**src/hcbd_pkg.sv**
```systemverilog
// Shared types, widths and codes for the chunked body decoder.
// Used by every module of the block; depends on nothing.
package hcbd_pkg;

  localparam int LEN_W  = 48;  // content_length / max_body_size width
  localparam int TRL_W  = 16;  // max_trailer_line and line counter width
  localparam int MODE_W = 2;
  localparam int STAT_W = 2;
  localparam int ERR_W  = 3;
  localparam int IDX_W  = 2;   // config register index width

  localparam int DEF_MAX_HEX_DIGITS = 16;
  localparam int DEF_COUNT_BITS     = 48;
  localparam int QUEUE_DEPTH        = 2;

  // body modes
  localparam logic [MODE_W-1:0] MODE_NONE    = 2'd0;
  localparam logic [MODE_W-1:0] MODE_CHUNKED = 2'd1;
  localparam logic [MODE_W-1:0] MODE_LENGTH  = 2'd2;

  // body status
  localparam logic [STAT_W-1:0] STAT_PARSING = 2'd0;
  localparam logic [STAT_W-1:0] STAT_DONE    = 2'd1;
  localparam logic [STAT_W-1:0] STAT_ERROR   = 2'd2;

  // error codes
  localparam logic [ERR_W-1:0] ERR_NONE        = 3'd0;
  localparam logic [ERR_W-1:0] ERR_TOO_LARGE   = 3'd1;
  localparam logic [ERR_W-1:0] ERR_EMPTY_SIZE  = 3'd2;
  localparam logic [ERR_W-1:0] ERR_BAD_HEX     = 3'd3;
  localparam logic [ERR_W-1:0] ERR_SIZE_LONG   = 3'd4;
  localparam logic [ERR_W-1:0] ERR_MISSING_EOL = 3'd5;
  localparam logic [ERR_W-1:0] ERR_TRAILER_LONG = 3'd6;

  // config register indexes
  localparam logic [IDX_W-1:0] REG_BODY_MODE   = 2'd0;
  localparam logic [IDX_W-1:0] REG_CONTENT_LEN = 2'd1;
  localparam logic [IDX_W-1:0] REG_MAX_BODY    = 2'd2;
  localparam logic [IDX_W-1:0] REG_MAX_TRAILER = 2'd3;

  localparam logic [LEN_W-1:0] MAX_BODY_RESET    = 48'd1048576;
  localparam logic [TRL_W-1:0] MAX_TRAILER_RESET = 16'd8192;

  localparam logic [7:0] CHAR_CR = 8'h0D;
  localparam logic [7:0] CHAR_LF = 8'h0A;

  typedef struct packed {
    logic [MODE_W-1:0] body_mode;
    logic [LEN_W-1:0]  content_length;
    logic [LEN_W-1:0]  max_body_size;
    logic [TRL_W-1:0]  max_trailer_line;
  } cfg_t;

  // classified input item
  typedef struct packed {
    logic       restart;
    logic [7:0] data;
    logic       is_cr;
    logic       is_lf;
    logic       is_hex;
    logic [3:0] hex_val;
  } item_t;

endpackage

```
**src/http_chunked_body_decoder.sv**
```systemverilog
// Top level of the HTTP/1.1 request-body decoder: config registers, front end,
// item queue and parser back end. Depends on hcbd_pkg, hcbd_front, hcbd_queue, hcbd_back.
//
//   channel | handshake          | payload
//   --------+--------------------+-------------------------------------------------
//   in      | in_valid/in_ready  | restart, in_byte
//   out     | out_valid/out_ready| payload_byte, payload_valid, body_status, error_code
//   cfg     | cfg_valid/cfg_ready| cfg_index, cfg_data
//
// Throughput is one item per clock while the output is not stalled: the parser updates
// all of its counters for a byte at once, and the two-entry queue keeps the input open
// while a result waits. Each accepted item passes a queue slot, then the result register.
// Reset (rst, synchronous) restores the register defaults and clears parse state;
// there is no clearing pass. A stalled output fills the queue and then drops in_ready.
module http_chunked_body_decoder
  import hcbd_pkg::*;
#(
  parameter int MAX_HEX_DIGITS = DEF_MAX_HEX_DIGITS,
  parameter int COUNT_BITS     = DEF_COUNT_BITS
) (
  input  logic              clk,
  input  logic              rst,
  // input items
  input  logic              in_valid,
  output logic              in_ready,
  input  logic              restart,
  input  logic [7:0]        in_byte,
  // result items
  output logic              out_valid,
  input  logic              out_ready,
  output logic [7:0]        payload_byte,
  output logic              payload_valid,
  output logic [STAT_W-1:0] body_status,
  output logic [ERR_W-1:0]  error_code,
  // register writes
  input  logic              cfg_valid,
  output logic              cfg_ready,
  input  logic [IDX_W-1:0]  cfg_index,
  input  logic [LEN_W-1:0]  cfg_data
);

  cfg_t  cfg;
  logic  push;
  item_t front_item;
  logic  q_ready;
  logic  q_valid;
  logic  q_pop;
  item_t q_item;

  // Config must only be written while idle; the block itself does not enforce it, so writes are always taken.
  assign cfg_ready = 1'b1;

  always_ff @(posedge clk) begin
    if (rst) begin
      cfg.body_mode        <= MODE_NONE;
      cfg.content_length   <= '0;
      cfg.max_body_size    <= MAX_BODY_RESET;
      cfg.max_trailer_line <= MAX_TRAILER_RESET;
    end else if (cfg_valid && cfg_ready) begin
      case (cfg_index)
        REG_BODY_MODE:   cfg.body_mode        <= cfg_data[MODE_W-1:0];
        REG_CONTENT_LEN: cfg.content_length   <= cfg_data;
        REG_MAX_BODY:    cfg.max_body_size    <= cfg_data;
        REG_MAX_TRAILER: cfg.max_trailer_line <= cfg_data[TRL_W-1:0];
        default:         ;
      endcase
    end
  end

  // Front end: classify each byte as CR, LF or hex digit.
  hcbd_front u_front (
    .in_valid (in_valid),
    .in_ready (in_ready),
    .restart  (restart),
    .in_byte  (in_byte),
    .q_ready  (q_ready),
    .push     (push),
    .item     (front_item)
  );

  // Decouples the front end from a stalled output.
  hcbd_queue #(
    .DEPTH (QUEUE_DEPTH)
  ) u_queue (
    .clk      (clk),
    .rst      (rst),
    .push     (push),
    .wr_item  (front_item),
    .wr_ready (q_ready),
    .pop      (q_pop),
    .rd_valid (q_valid),
    .rd_item  (q_item)
  );

  // Back end: phase machine, chunk/length counters, sticky status, result register.
  hcbd_back #(
    .MAX_HEX_DIGITS (MAX_HEX_DIGITS),
    .COUNT_BITS     (COUNT_BITS)
  ) u_back (
    .clk           (clk),
    .rst           (rst),
    .cfg           (cfg),
    .q_valid       (q_valid),
    .q_item        (q_item),
    .q_pop         (q_pop),
    .out_valid     (out_valid),
    .out_ready     (out_ready),
    .payload_byte  (payload_byte),
    .payload_valid (payload_valid),
    .body_status   (body_status),
    .error_code    (error_code)
  );

endmodule

```
**src/hcbd_front.sv**
```systemverilog
// Front end: accepts raw bytes and classifies them (CR, LF, hex digit value).
// Depends on hcbd_pkg; feeds hcbd_queue.
module hcbd_front
  import hcbd_pkg::*;
(
  input  logic       in_valid,
  output logic       in_ready,
  input  logic       restart,
  input  logic [7:0] in_byte,
  input  logic       q_ready,
  output logic       push,
  output item_t      item
);

  assign in_ready = q_ready;
  assign push     = in_valid & q_ready;

  always_comb begin
    item.restart = restart;
    item.data    = in_byte;
    item.is_cr   = (in_byte == CHAR_CR);
    item.is_lf   = (in_byte == CHAR_LF);
    item.is_hex  = 1'b0;
    item.hex_val = 4'd0;
    if (in_byte >= 8'h30 && in_byte <= 8'h39) begin         // '0'..'9'
      item.is_hex  = 1'b1;
      item.hex_val = in_byte[3:0];
    end else if (in_byte >= 8'h61 && in_byte <= 8'h66) begin  // 'a'..'f'
      item.is_hex  = 1'b1;
      item.hex_val = 4'(in_byte[3:0] + 4'd9);
    end else if (in_byte >= 8'h41 && in_byte <= 8'h46) begin  // 'A'..'F'
      item.is_hex  = 1'b1;
      item.hex_val = 4'(in_byte[3:0] + 4'd9);
    end
  end

endmodule

```
**src/hcbd_queue.sv**
```systemverilog
// Short FIFO of classified items between the front end and the parser.
// Depends on hcbd_pkg for item_t.
module hcbd_queue
  import hcbd_pkg::*;
#(
  parameter int DEPTH = QUEUE_DEPTH
) (
  input  logic  clk,
  input  logic  rst,
  input  logic  push,
  input  item_t wr_item,
  output logic  wr_ready,
  input  logic  pop,
  output logic  rd_valid,
  output item_t rd_item
);

  localparam int PW = (DEPTH > 1) ? $clog2(DEPTH) : 1;
  localparam int CW = $clog2(DEPTH + 1);

  item_t          slots [DEPTH];
  logic [PW-1:0]  wr_ptr;
  logic [PW-1:0]  rd_ptr;
  logic [CW-1:0]  count;

  assign wr_ready = (count != CW'(DEPTH));
  assign rd_valid = (count != '0);
  assign rd_item  = slots[rd_ptr];

  always_ff @(posedge clk) begin
    if (push) begin
      slots[wr_ptr] <= wr_item;
    end
  end

  always_ff @(posedge clk) begin
    if (rst) begin
      wr_ptr <= '0;
      rd_ptr <= '0;
      count  <= '0;
    end else begin
      if (push) begin
        wr_ptr <= (wr_ptr == PW'(DEPTH - 1)) ? '0 : PW'(wr_ptr + 1'b1);
      end
      if (pop) begin
        rd_ptr <= (rd_ptr == PW'(DEPTH - 1)) ? '0 : PW'(rd_ptr + 1'b1);
      end
      case ({push, pop})
        2'b10:   count <= CW'(count + 1'b1);
        2'b01:   count <= CW'(count - 1'b1);
        default: count <= count;
      endcase
    end
  end

  a_no_overflow: assert property (@(posedge clk) disable iff (rst)
    push |-> wr_ready) else $error("queue written while full");
  a_no_underflow: assert property (@(posedge clk) disable iff (rst)
    pop |-> rd_valid) else $error("queue read while empty");
  a_count_range: assert property (@(posedge clk) disable iff (rst)
    count <= CW'(DEPTH)) else $error("queue count out of range");

endmodule

```
**src/hcbd_back.sv**
```systemverilog
// Back end: body parser state (phase, counters, sticky status) and output register.
// Depends on hcbd_pkg; pops classified items from hcbd_queue.
module hcbd_back
  import hcbd_pkg::*;
#(
  parameter int MAX_HEX_DIGITS = DEF_MAX_HEX_DIGITS,
  parameter int COUNT_BITS     = DEF_COUNT_BITS
) (
  input  logic              clk,
  input  logic              rst,
  input  cfg_t              cfg,
  input  logic              q_valid,
  input  item_t             q_item,
  output logic              q_pop,
  output logic              out_valid,
  input  logic              out_ready,
  output logic [7:0]        payload_byte,
  output logic              payload_valid,
  output logic [STAT_W-1:0] body_status,
  output logic [ERR_W-1:0]  error_code
);

  localparam int CHUNK_W = 4 * MAX_HEX_DIGITS;
  localparam int DIG_W   = $clog2(MAX_HEX_DIGITS + 1);
  localparam int CMP_W   = (COUNT_BITS > LEN_W) ? COUNT_BITS : LEN_W;
  localparam int SUM_W   = ((CMP_W > CHUNK_W) ? CMP_W : CHUNK_W) + 1;
  localparam logic [COUNT_BITS-1:0] CNT_MAX = '1;

  localparam logic [1:0] PH_SIZE     = 2'd0;
  localparam logic [1:0] PH_DATA     = 2'd1;
  localparam logic [1:0] PH_DATA_END = 2'd2;
  localparam logic [1:0] PH_TRAILER  = 2'd3;

  // parse state
  logic [1:0]            phase;
  logic [CHUNK_W-1:0]    chunk;
  logic [DIG_W-1:0]      dig_cnt;
  logic [COUNT_BITS-1:0] raw_total;
  logic [TRL_W-1:0]      line_len;
  logic                  saw_cr;
  logic [STAT_W-1:0]     st_status;
  logic [ERR_W-1:0]      st_err;

  logic [1:0]            phase_next;
  logic [CHUNK_W-1:0]    chunk_next;
  logic [DIG_W-1:0]      dig_cnt_next;
  logic [COUNT_BITS-1:0] raw_total_next;
  logic [TRL_W-1:0]      line_len_next;
  logic                  saw_cr_next;
  logic [STAT_W-1:0]     st_status_next;
  logic [ERR_W-1:0]      st_err_next;
  logic                  pvalid_next;

  // state as seen by this item (restart clears it first)
  logic [1:0]            e_phase;
  logic [CHUNK_W-1:0]    e_chunk;
  logic [DIG_W-1:0]      e_dig;
  logic [COUNT_BITS-1:0] e_raw;
  logic [TRL_W-1:0]      e_ll;
  logic                  e_cr;
  logic [STAT_W-1:0]     e_status;
  logic [ERR_W-1:0]      e_err;

  logic                  raw_carry;
  logic [COUNT_BITS-1:0] raw_inc;
  logic                  raw_inc_over;
  logic [SUM_W-1:0]      size_sum;
  logic                  sum_over;
  logic [COUNT_BITS-1:0] sum_sat;
  logic [CHUNK_W-1:0]    chunk_dec;
  logic [TRL_W-1:0]      ll1;
  logic [TRL_W-1:0]      ll2;
  logic                  ll_full_a;
  logic                  ll_full_b;
  logic                  len_over;
  logic                  raw_lt_len;

  assign q_pop = q_valid & (~out_valid | out_ready);

  always_comb begin
    if (q_item.restart) begin
      e_phase  = PH_SIZE;
      e_chunk  = '0;
      e_dig    = '0;
      e_raw    = '0;
      e_ll     = '0;
      e_cr     = 1'b0;
      e_status = STAT_PARSING;
      e_err    = ERR_NONE;
    end else begin
      e_phase  = phase;
      e_chunk  = chunk;
      e_dig    = dig_cnt;
      e_raw    = raw_total;
      e_ll     = line_len;
      e_cr     = saw_cr;
      e_status = st_status;
      e_err    = st_err;
    end
  end

  // counters and compares shared by the phases
  assign raw_carry    = (e_raw != CNT_MAX);
  assign raw_inc      = COUNT_BITS'(e_raw + COUNT_BITS'(raw_carry));
  assign raw_inc_over = CMP_W'(raw_inc) > CMP_W'(cfg.max_body_size);
  // raw total after the closing LF plus the declared chunk size
  assign size_sum     = SUM_W'(e_raw) + SUM_W'(e_chunk) + SUM_W'(raw_carry);
  assign sum_over     = size_sum > SUM_W'(cfg.max_body_size);
  assign sum_sat      = (size_sum > SUM_W'(CNT_MAX)) ? CNT_MAX : size_sum[COUNT_BITS-1:0];
  assign chunk_dec    = CHUNK_W'(e_chunk - 1'b1);
  assign ll1          = TRL_W'(e_ll + 1'b1);
  assign ll2          = TRL_W'(ll1 + 1'b1);
  assign ll_full_a    = e_ll >= cfg.max_trailer_line;
  assign ll_full_b    = ll1 >= cfg.max_trailer_line;
  assign len_over     = cfg.content_length > cfg.max_body_size;
  assign raw_lt_len   = CMP_W'(e_raw) < CMP_W'(cfg.content_length);

  always_comb begin
    phase_next     = e_phase;
    chunk_next     = e_chunk;
    dig_cnt_next   = e_dig;
    raw_total_next = e_raw;
    line_len_next  = e_ll;
    saw_cr_next    = e_cr;
    st_status_next = e_status;
    st_err_next    = e_err;
    pvalid_next    = 1'b0;

    if (e_status == STAT_PARSING) begin
      case (cfg.body_mode)
        MODE_NONE: begin
          st_status_next = STAT_DONE;
        end
        MODE_CHUNKED: begin
          if (e_phase == PH_DATA) begin
            pvalid_next = 1'b1;
            chunk_next  = chunk_dec;
            if (chunk_dec == '0) begin
              phase_next  = PH_DATA_END;
              saw_cr_next = 1'b0;
            end
          end else begin
            raw_total_next = raw_inc;
            if (raw_inc_over) begin
              st_status_next = STAT_ERROR;
              st_err_next    = ERR_TOO_LARGE;
            end else begin
              case (e_phase)
                PH_SIZE: begin
                  if (e_cr) begin
                    saw_cr_next = 1'b0;
                    if (!q_item.is_lf) begin
                      st_status_next = STAT_ERROR;
                      st_err_next    = ERR_BAD_HEX;
                    end else if (e_dig == '0) begin
                      st_status_next = STAT_ERROR;
                      st_err_next    = ERR_EMPTY_SIZE;
                    end else if (sum_over) begin
                      st_status_next = STAT_ERROR;
                      st_err_next    = ERR_TOO_LARGE;
                    end else begin
                      raw_total_next = sum_sat;
                      dig_cnt_next   = '0;
                      if (e_chunk == '0) begin
                        phase_next    = PH_TRAILER;
                        line_len_next = '0;
                      end else begin
                        phase_next = PH_DATA;
                      end
                    end
                  end else if (q_item.is_cr) begin
                    saw_cr_next = 1'b1;
                  end else if (e_dig >= DIG_W'(MAX_HEX_DIGITS)) begin
                    st_status_next = STAT_ERROR;
                    st_err_next    = ERR_SIZE_LONG;
                  end else if (!q_item.is_hex) begin
                    st_status_next = STAT_ERROR;
                    st_err_next    = ERR_BAD_HEX;
                  end else begin
                    chunk_next   = (e_chunk << 4) | CHUNK_W'(q_item.hex_val);
                    dig_cnt_next = DIG_W'(e_dig + 1'b1);
                  end
                end
                PH_DATA_END: begin
                  if (!e_cr) begin
                    if (q_item.is_cr) begin
                      saw_cr_next = 1'b1;
                    end else begin
                      st_status_next = STAT_ERROR;
                      st_err_next    = ERR_MISSING_EOL;
                    end
                  end else if (q_item.is_lf) begin
                    saw_cr_next  = 1'b0;
                    phase_next   = PH_SIZE;
                    chunk_next   = '0;
                    dig_cnt_next = '0;
                  end else begin
                    st_status_next = STAT_ERROR;
                    st_err_next    = ERR_MISSING_EOL;
                  end
                end
                PH_TRAILER: begin
                  if (e_cr && q_item.is_lf) begin
                    saw_cr_next = 1'b0;
                    if (e_ll == '0) begin
                      st_status_next = STAT_DONE;
                    end else begin
                      line_len_next = '0;
                    end
                  end else if (e_cr) begin
                    // lone CR counts as a line character, then this byte
                    saw_cr_next = 1'b0;
                    if (ll_full_a) begin
                      st_status_next = STAT_ERROR;
                      st_err_next    = ERR_TRAILER_LONG;
                    end else if (q_item.is_cr) begin
                      saw_cr_next   = 1'b1;
                      line_len_next = ll1;
                    end else if (ll_full_b) begin
                      st_status_next = STAT_ERROR;
                      st_err_next    = ERR_TRAILER_LONG;
                    end else begin
                      line_len_next = ll2;
                    end
                  end else if (q_item.is_cr) begin
                    saw_cr_next = 1'b1;
                  end else if (ll_full_a) begin
                    st_status_next = STAT_ERROR;
                    st_err_next    = ERR_TRAILER_LONG;
                  end else begin
                    line_len_next = ll1;
                  end
                end
                default: begin
                  phase_next = PH_SIZE;
                end
              endcase
            end
          end
        end
        MODE_LENGTH: begin
          if (len_over) begin
            st_status_next = STAT_ERROR;
            st_err_next    = ERR_TOO_LARGE;
          end else if (raw_lt_len) begin
            pvalid_next    = 1'b1;
            raw_total_next = raw_inc;
            if (CMP_W'(raw_inc) == CMP_W'(cfg.content_length)) begin
              st_status_next = STAT_DONE;
            end
          end else begin
            st_status_next = STAT_DONE;
          end
        end
        default: begin
          st_status_next = STAT_ERROR;
          st_err_next    = ERR_NONE;
        end
      endcase
    end
  end

  always_ff @(posedge clk) begin
    if (rst) begin
      phase     <= PH_SIZE;
      chunk     <= '0;
      dig_cnt   <= '0;
      raw_total <= '0;
      line_len  <= '0;
      saw_cr    <= 1'b0;
      st_status <= STAT_PARSING;
      st_err    <= ERR_NONE;
      out_valid <= 1'b0;
    end else begin
      if (q_pop) begin
        phase     <= phase_next;
        chunk     <= chunk_next;
        dig_cnt   <= dig_cnt_next;
        raw_total <= raw_total_next;
        line_len  <= line_len_next;
        saw_cr    <= saw_cr_next;
        st_status <= st_status_next;
        st_err    <= st_err_next;
        out_valid <= 1'b1;
      end else if (out_ready) begin
        out_valid <= 1'b0;
      end
    end
  end

  always_ff @(posedge clk) begin
    if (q_pop) begin
      payload_byte  <= pvalid_next ? q_item.data : 8'd0;
      payload_valid <= pvalid_next;
      body_status   <= st_status_next;
      error_code    <= st_err_next;
    end
  end

  a_data_nonzero: assert property (@(posedge clk) disable iff (rst)
    (phase == PH_DATA) |-> (chunk != '0))
    else $error("data phase with no bytes left");
  a_digits_bound: assert property (@(posedge clk) disable iff (rst)
    dig_cnt <= DIG_W'(MAX_HEX_DIGITS))
    else $error("size digit count beyond limit");
  a_error_sticky: assert property (@(posedge clk) disable iff (rst)
    (st_status == STAT_ERROR && !(q_pop && q_item.restart)) |=> (st_status == STAT_ERROR))
    else $error("error status dropped without restart");
  a_payload_not_err: assert property (@(posedge clk) disable iff (rst)
    (out_valid && payload_valid) |-> (body_status != STAT_ERROR))
    else $error("payload byte reported with error status");
  a_code_needs_err: assert property (@(posedge clk) disable iff (rst)
    (out_valid && error_code != ERR_NONE) |-> (body_status == STAT_ERROR))
    else $error("error code without error status");

endmodule
```
**config.mk**
```make
export PLATFORM = sky130hd
export DESIGN_NAME = http_chunked_body_decoder
export DESIGN_NICKNAME = d
export VERILOG_FILES = /design/src/hcbd_pkg.sv /design/src/http_chunked_body_decoder.sv /design/src/hcbd_front.sv /design/src/hcbd_queue.sv /design/src/hcbd_back.sv
export SDC_FILE = /design/constraint.sdc
export NUM_CORES = 2
export LEC_CHECK = 0
export BUFFER_PORTS_ARGS = -buffer_cell sky130_fd_sc_hd__buf_2
export CELL_PAD_IN_SITES_DETAIL_PLACEMENT = 0
export CELL_PAD_IN_SITES_GLOBAL_PLACEMENT = 2
export CORE_UTILIZATION = 35
export DETAILED_ROUTE_END_ITERATION = 12
export GPL_ROUTABILITY_DRIVEN = 0
export GPL_TIMING_DRIVEN = 0
export PLACE_DENSITY_LB_ADDON = 0.1
export SLEW_MARGIN = 20
export SYNTH_ARGS = -nofsm -noshare
export SYNTH_HDL_FRONTEND = slang
export SYNTH_HIERARCHICAL = 1
export SYNTH_SLANG_ARGS = --single-unit
```
**constraint.sdc**
```tcl
create_clock -name clk -period 9.4 [get_ports clk]
set_clock_uncertainty 0.05 [all_clocks]
set_input_delay 0.47 -clock clk [delete_from_list [all_inputs] [get_ports clk]]
set_output_delay 0.47 -clock clk [all_outputs]
set_load 0.05 [all_outputs]
```
* After elaboration in Yosys (flattened, before gate mapping)
Memories as Yosys holds them, arrays and structs flattened. A register that Yosys moved wholly into a read port is not among the register bits. Cells that the tools add are included.
Storage, ports and cells: register bits 274, bits in writable memories 32, input bits 64, output and inout port bits 17, logic and storage cells 241, memories 1
Cells by class: $add $sub $neg 12, order comparisons 14, eq/ne operators 15, multiplexer cells 155, bitwise operators 5, reduce and logical (&&, ||, !) cells 19
Memories:
- u_queue.slots | depth 2, bits a word 16, rd ports 1, clocked after memory_dff 1, wr ports 1, RTL line hcbd_queue.sv:21 | item_t slots [DEPTH];
Operators by type and width (count):
- $mux W64 | 11
- $mux W48 | 12
- $mux W16 | 18
- $logic_not A64 Y1 | 2
- $pmux W64 S2 | 1
- $gt A48 B48 Y1 | 2
- $pmux W48 S2 | 1
- $mux W5 | 17
- $mux W2 | 38
- $mux W3 | 22
- $add A48 B64 Y65 | 1
- $add A65 B1 Y65 | 1
- $gt A65 B48 Y1 | 1
- $gt A65 B48 Y1 const B | 1
- $or A64 B4 Y64 | 1
- $sub A64 B1 Y64 const B | 1
- $add A48 B1 Y48 | 1
- $eq A48 B48 Y1 | 1
- $lt A48 B48 Y1 | 1
- $ne A48 B48 Y1 const B | 1
- $add A16 B1 Y16 const B | 2
- $ge A16 B16 Y1 | 2
- $pmux W16 S2 | 1
- $mux W1 | 25
- other kinds (29) | 56

* Logic depth before layout (Yosys ltp)
depth in word-level cells 14, mapped depth 47, depth with buffers taken out 35

* Hierarchy
The synthesis kept the hierarchy.
Modules (own cells, without submodules):
- hcbd_back | instances 1, cells each 3519, area an instance 24263.3 um^2, sequential area each 3263.1 um^2
- http_chunked_body_decoder | instances 1, cells each 430, area an instance 4674.5 um^2, sequential area each 2282.2 um^2
- hcbd_queue | instances 1, cells each 72, area an instance 1356.3 um^2, sequential area each 1061.0 um^2
- hcbd_front | instances 1, cells each 34, area an instance 289.0 um^2, sequential area each 0.0 um^2

* Worst setup path after synthesis
No wires, ideal clock.
path type reg-to-reg, from register with a tool-made name, to register u_back.raw_total[3], setup time 132 ps, arrival 10099 ps, required time 9218 ps, setup slack -881 ps, stages on the path, launching flop included 45, buffers on the path 17, clock period less this slack 10281 ps, cells stage by stage dfxtp_1 buf_2 buf_2 mux2_1 buf_2 clkbuf_1 clkbuf_1 clkbuf_1 clkbuf_1 clkbuf_1 clkbuf_1 clkbuf_1 clkbuf_1 clkbuf_1 buf_1 clkbuf_1 clkbuf_1 nor2b_1 [9 not listed] a21boi_0 xnor2_1 ha_1 a41o_1 a21oi_1 o21ai_0 nor2_1 nand4_1 a31oi_1 o21ai_0 or4_1 or4_1 buf_2 nor3_4 buf_4 mux2_2 a222oi_1 nor3_1
RTL lines:
- to (signal assigned) | RTL line hcbd_back.sv:279 | raw_total <= raw_total_next;
- to (decl) | RTL line hcbd_back.sv:38 | logic [COUNT_BITS-1:0] raw_total;

==> results.py <==
metrics = {
    "outcome": {
        "outcome": "finished, final reports clean",
    },
    "power_and_ir_drop": {
        "power.leakage_nw": 14.17,
        "netSwitchingFraction_pct": 52.44,
        "power.share.sequential_pct": 21.1,
        "pwr-share-comb_pct": 58.1,
        "p_clk_share_pct": 20.7,
        "vdd_drop_max_uv": 148.0,
        "power_switching_mw": 4.379,
        "powerDensity_mw_per_mm2": 232.3,
        "intPower_mw": 3.971,
        "power_mw": 8.351,
    },
    "floorplan": {
        "ios": 81,
        "core_area_sq_mm": 0.08662,
        "num_rows": 108,
        "fp.dieW_um": 297.6,
        "die_h_um": 297.6,
        "dieArea_sq_mm": 0.08857,
        "start_util_pct": 35.31,
    },
    "drt": {
        "routed_wirelength_um": 161200,
        "drt_iter0_drc": 3899,
        "wire_per_inst_um": 29.58,
        "drc": 0,
        "num_vias": 33710,
        "drt.antenna.violating_nets": 0,
        "avgViaCountPerCell": 6.185,
        "firstDrtPassIters": 6,
    },
    "logic_synthesis": {
        "ys_top_cells_by_area": "dfxtp_1 (17%), ha_1 (12%), o21ai_0 (5.3%), a21oi_1 (4.6%), edfxtp_1 (4.5%)",
        "synth_ff_type": "dfxtp_1",
        "yosysUniqueCellTypes": 92,
        "async_reset_ff_share_pct": 0,
        "ys_ff_latch": 307,
        "synth_nets": 4416,
        "synth_top_cell_area_share_pct": 17.08,
        "syn_inst": 4055,
        "synth_enable_flop_cells": 46,
        "synth_area_per_cell_sq_um": 7.542,
        "synth_seq_area_share_pct": 21.60,
        "yosys_warnings": 6,
        "synth_most_common_cell": "nand2_1",
        "yosys.area.top_type": "dfxtp_1",
        "synth_area_sq_mm": 0.03058,
        "synth_common_cells": "nand2_1 (358), o21ai_0 (324), nor2_1 (297), ha_1 (295), a21oi_1 (283)",
    },
    "worst_hold_path": {
        "hold_path_class": "in2reg",
        "hold_path_end": "cfg[62]",
        "holdCritStartpoint": "cfg_data[46]",
        "holdPathStages": 3,
    },
    "clocking": {
        "insertion_delay_ns": 0.60,
        "root_buffer": "clkbuf_16",
        "cts_sinks": 307,
        "clk_path_buf_depth": 3,
        "clkTransAtPathRegs_ns": 0.06,
        "htreeDepth": 2,
        "cts_tree": "yes",
        "cts-buffers-inserted": 43,
    },
    "worst_setup_path": {
        "crit_path_end_kind": "register",
        "required_ns": 9.82,
        "critPathMaxStageDelay_ns": 0.63,
        "r2r-end": "u_back/raw_total[13]",
        "reg2reg_slack_ns": 0.04,
        "cp_slowest_cell": "or4_4",
        "worstPathArrival_ns": 9.77,
        "crit_type": "reg2reg",
        "crit_path_start_kind": "register",
        "worst-r2r-cell-count": 40,
        "path_max_fanout": 10,
    },
    "sta": {
        "fin_crit_ns": 9.355,
        "fin_setup_tns_ns": 0,
        "worst_pin_slew_ns": 1.292,
        "fmax_mhz": 106.9,
        "setup_viol": 0,
        "slew_headroom_pct": 13.86,
        "finalCritPeriodShare_pct": 99.53,
        "maxSlewViolCount": 0,
        "whs_ns": 0.1141,
        "finalWorstSetupSlack_ns": 0.04454,
        "hold_violations": 0,
    },
    "placed_design": {
        "post-place-ws_ns": -8.023,
        "placed_area_sq_mm": 0.03253,
        "port_buffers": 78,
        "numPlacedInstances": 5292,
        "place_hpwl_um": 124500,
    },
    "global_route": {
        "grt_usage_pct": 35.09,
        "grt_pass1_wl_um": 228600,
        "grt_max_degree": 17,
        "grt.overflow.total": 0,
        "grt_pass1_vias": 31470,
        "antenna_found_initial": 2,
    },
    "finish": {
        "final_core_util_pct": 41.51,
        "seq_area_sq_mm": 0.006608,
        "fillCellCount": 9085,
        "multi_input_area_sq_mm": 0.02302,
        "fin_cells": 5451,
        "drive_gt1_share_pct": 11.89,
        "final_area_sq_mm": 0.03595,
        "syn_to_final_growth_pct": 17.56,
        "final_nets": 4619,
    },
    "run": {
        "cap_violations": 0,
    },
}
## routing by layer
metal / share of wire [%] / track usage, % / up-vias / wire length [um]
met5: 0 / 0 / - / 0
met3: 9.2 / 7.311 / 295 / 14780
met4: 3.9 / 12.54 / 0 / 6215
met2: 43 / 53.85 / 1777 / 69390
li1: - / - / 15320 / -
met1: 44 / 48.20 / 16320 / 70830
## repair_timing
action                                  4_1_cts  5_1_grt
gates resized for setup                     262       57
hold endpoints to repair                      2        0
pin swaps                                    44       52
hold buffers                                  1        0
gates cloned                                  2        0
endpoints found under the setup margin      155      134
buffers inserted                             61       22
## power by group through the flow
stage	combinational (mW)	sequential, mW	clock, mW
after global placement	4.17	1.78	0
after global routing	5.00	1.78	1.81
after floorplan	2.39	1.77	0
after detailed placement	4.16	1.77	0
after CTS	4.57	1.75	1.76
final	4.85	1.76	1.73
## worst max-delay path by stage
stage	start	end
finish	register	u_back/raw_total[13]
global route	register	u_back/raw_total[38]
CTS	register	u_back/raw_total[38]
detailed placement	register	u_back/raw_total[23]
global placement	register	u_back/raw_total[23]
floorplan	register	u_back/raw_total[3]
## kinds of logic after synthesis
kind of cell / share of synthesized area, %
mux: 5.392
xor+xnor: 5.069
simple gates: 25.76
compound gates: 23.88
flops: 21.60
fa+ha+maj: 12.20
buf+inv: 6.092
other cells: 0.01226
## placed cells by master (no fill, tap or decap), types with 36 or more instances in the layout
master | Yosys | layout
buf_2 | 10 | 84
nand2_1 | 358 | 354
nor4_1 | 69 | 59
xnor2_1 | 121 | 116
nor3_1 | 106 | 99
nor2b_1 | 112 | 92
inv_1 | 196 | 192
clkbuf_1 | 206 | 168
buf_4 | 17 | 100
a21oi_1 | 283 | 276
edfxtp_1 | 46 | 46
a21o_1 | 57 | 57
mux2i_1 | 122 | 122
and4_1 | 37 | 37
a22oi_1 | 37 | 37
ha_1 | 295 | 284
nand2b_1 | 185 | 182
nor2_1 | 297 | 284
dfxtp_1 | 261 | 260
nand4_1 | 110 | 110
nand3_1 | 92 | 89
o21ai_0 | 324 | 310
xor2_1 | 56 | 47
clkbuf_16 | 0 | 57
and2_1 | 36 | 36
## cell type report
class	count	area share (%)
diodes	6	0.04176
plain buffers	248	4.155
clock buffers	51	3.278
clock inverters	26	0.7482
inverters	199	2.095
multi-input cells	3290	64.02
flip-flops and latches	307	18.38
well taps	1155	4.019
repair buffers	169	3.264
## flip-flops by register name (all words and copies together), names as in the netlist, 2 cells and up, named ones only
register             cells
u_back/error_code        3
u_back/body_status       2
u_back/chunk            64
u_back/raw_total        48
u_back/phase             2
u_back/st_status         2
u_back/line_len         16
u_back/payload_byte      8
cfg                    114
u_queue/count            2
u_back/dig_cnt           5
u_queue/slots           32
u_back/st_err            3
## worst max-delay path: cells and delay by family (launching register included)
family          cells  cell delay (ns)
mux                 1             0.42
simple gates       14             3.25
fa+ha+maj           3             0.85
compound gates     13             2.72
buf+inv             8             1.28
xor+xnor            1             0.21
flops               1             0.38
Note: power is estimated with default switching activity, not from simulation.
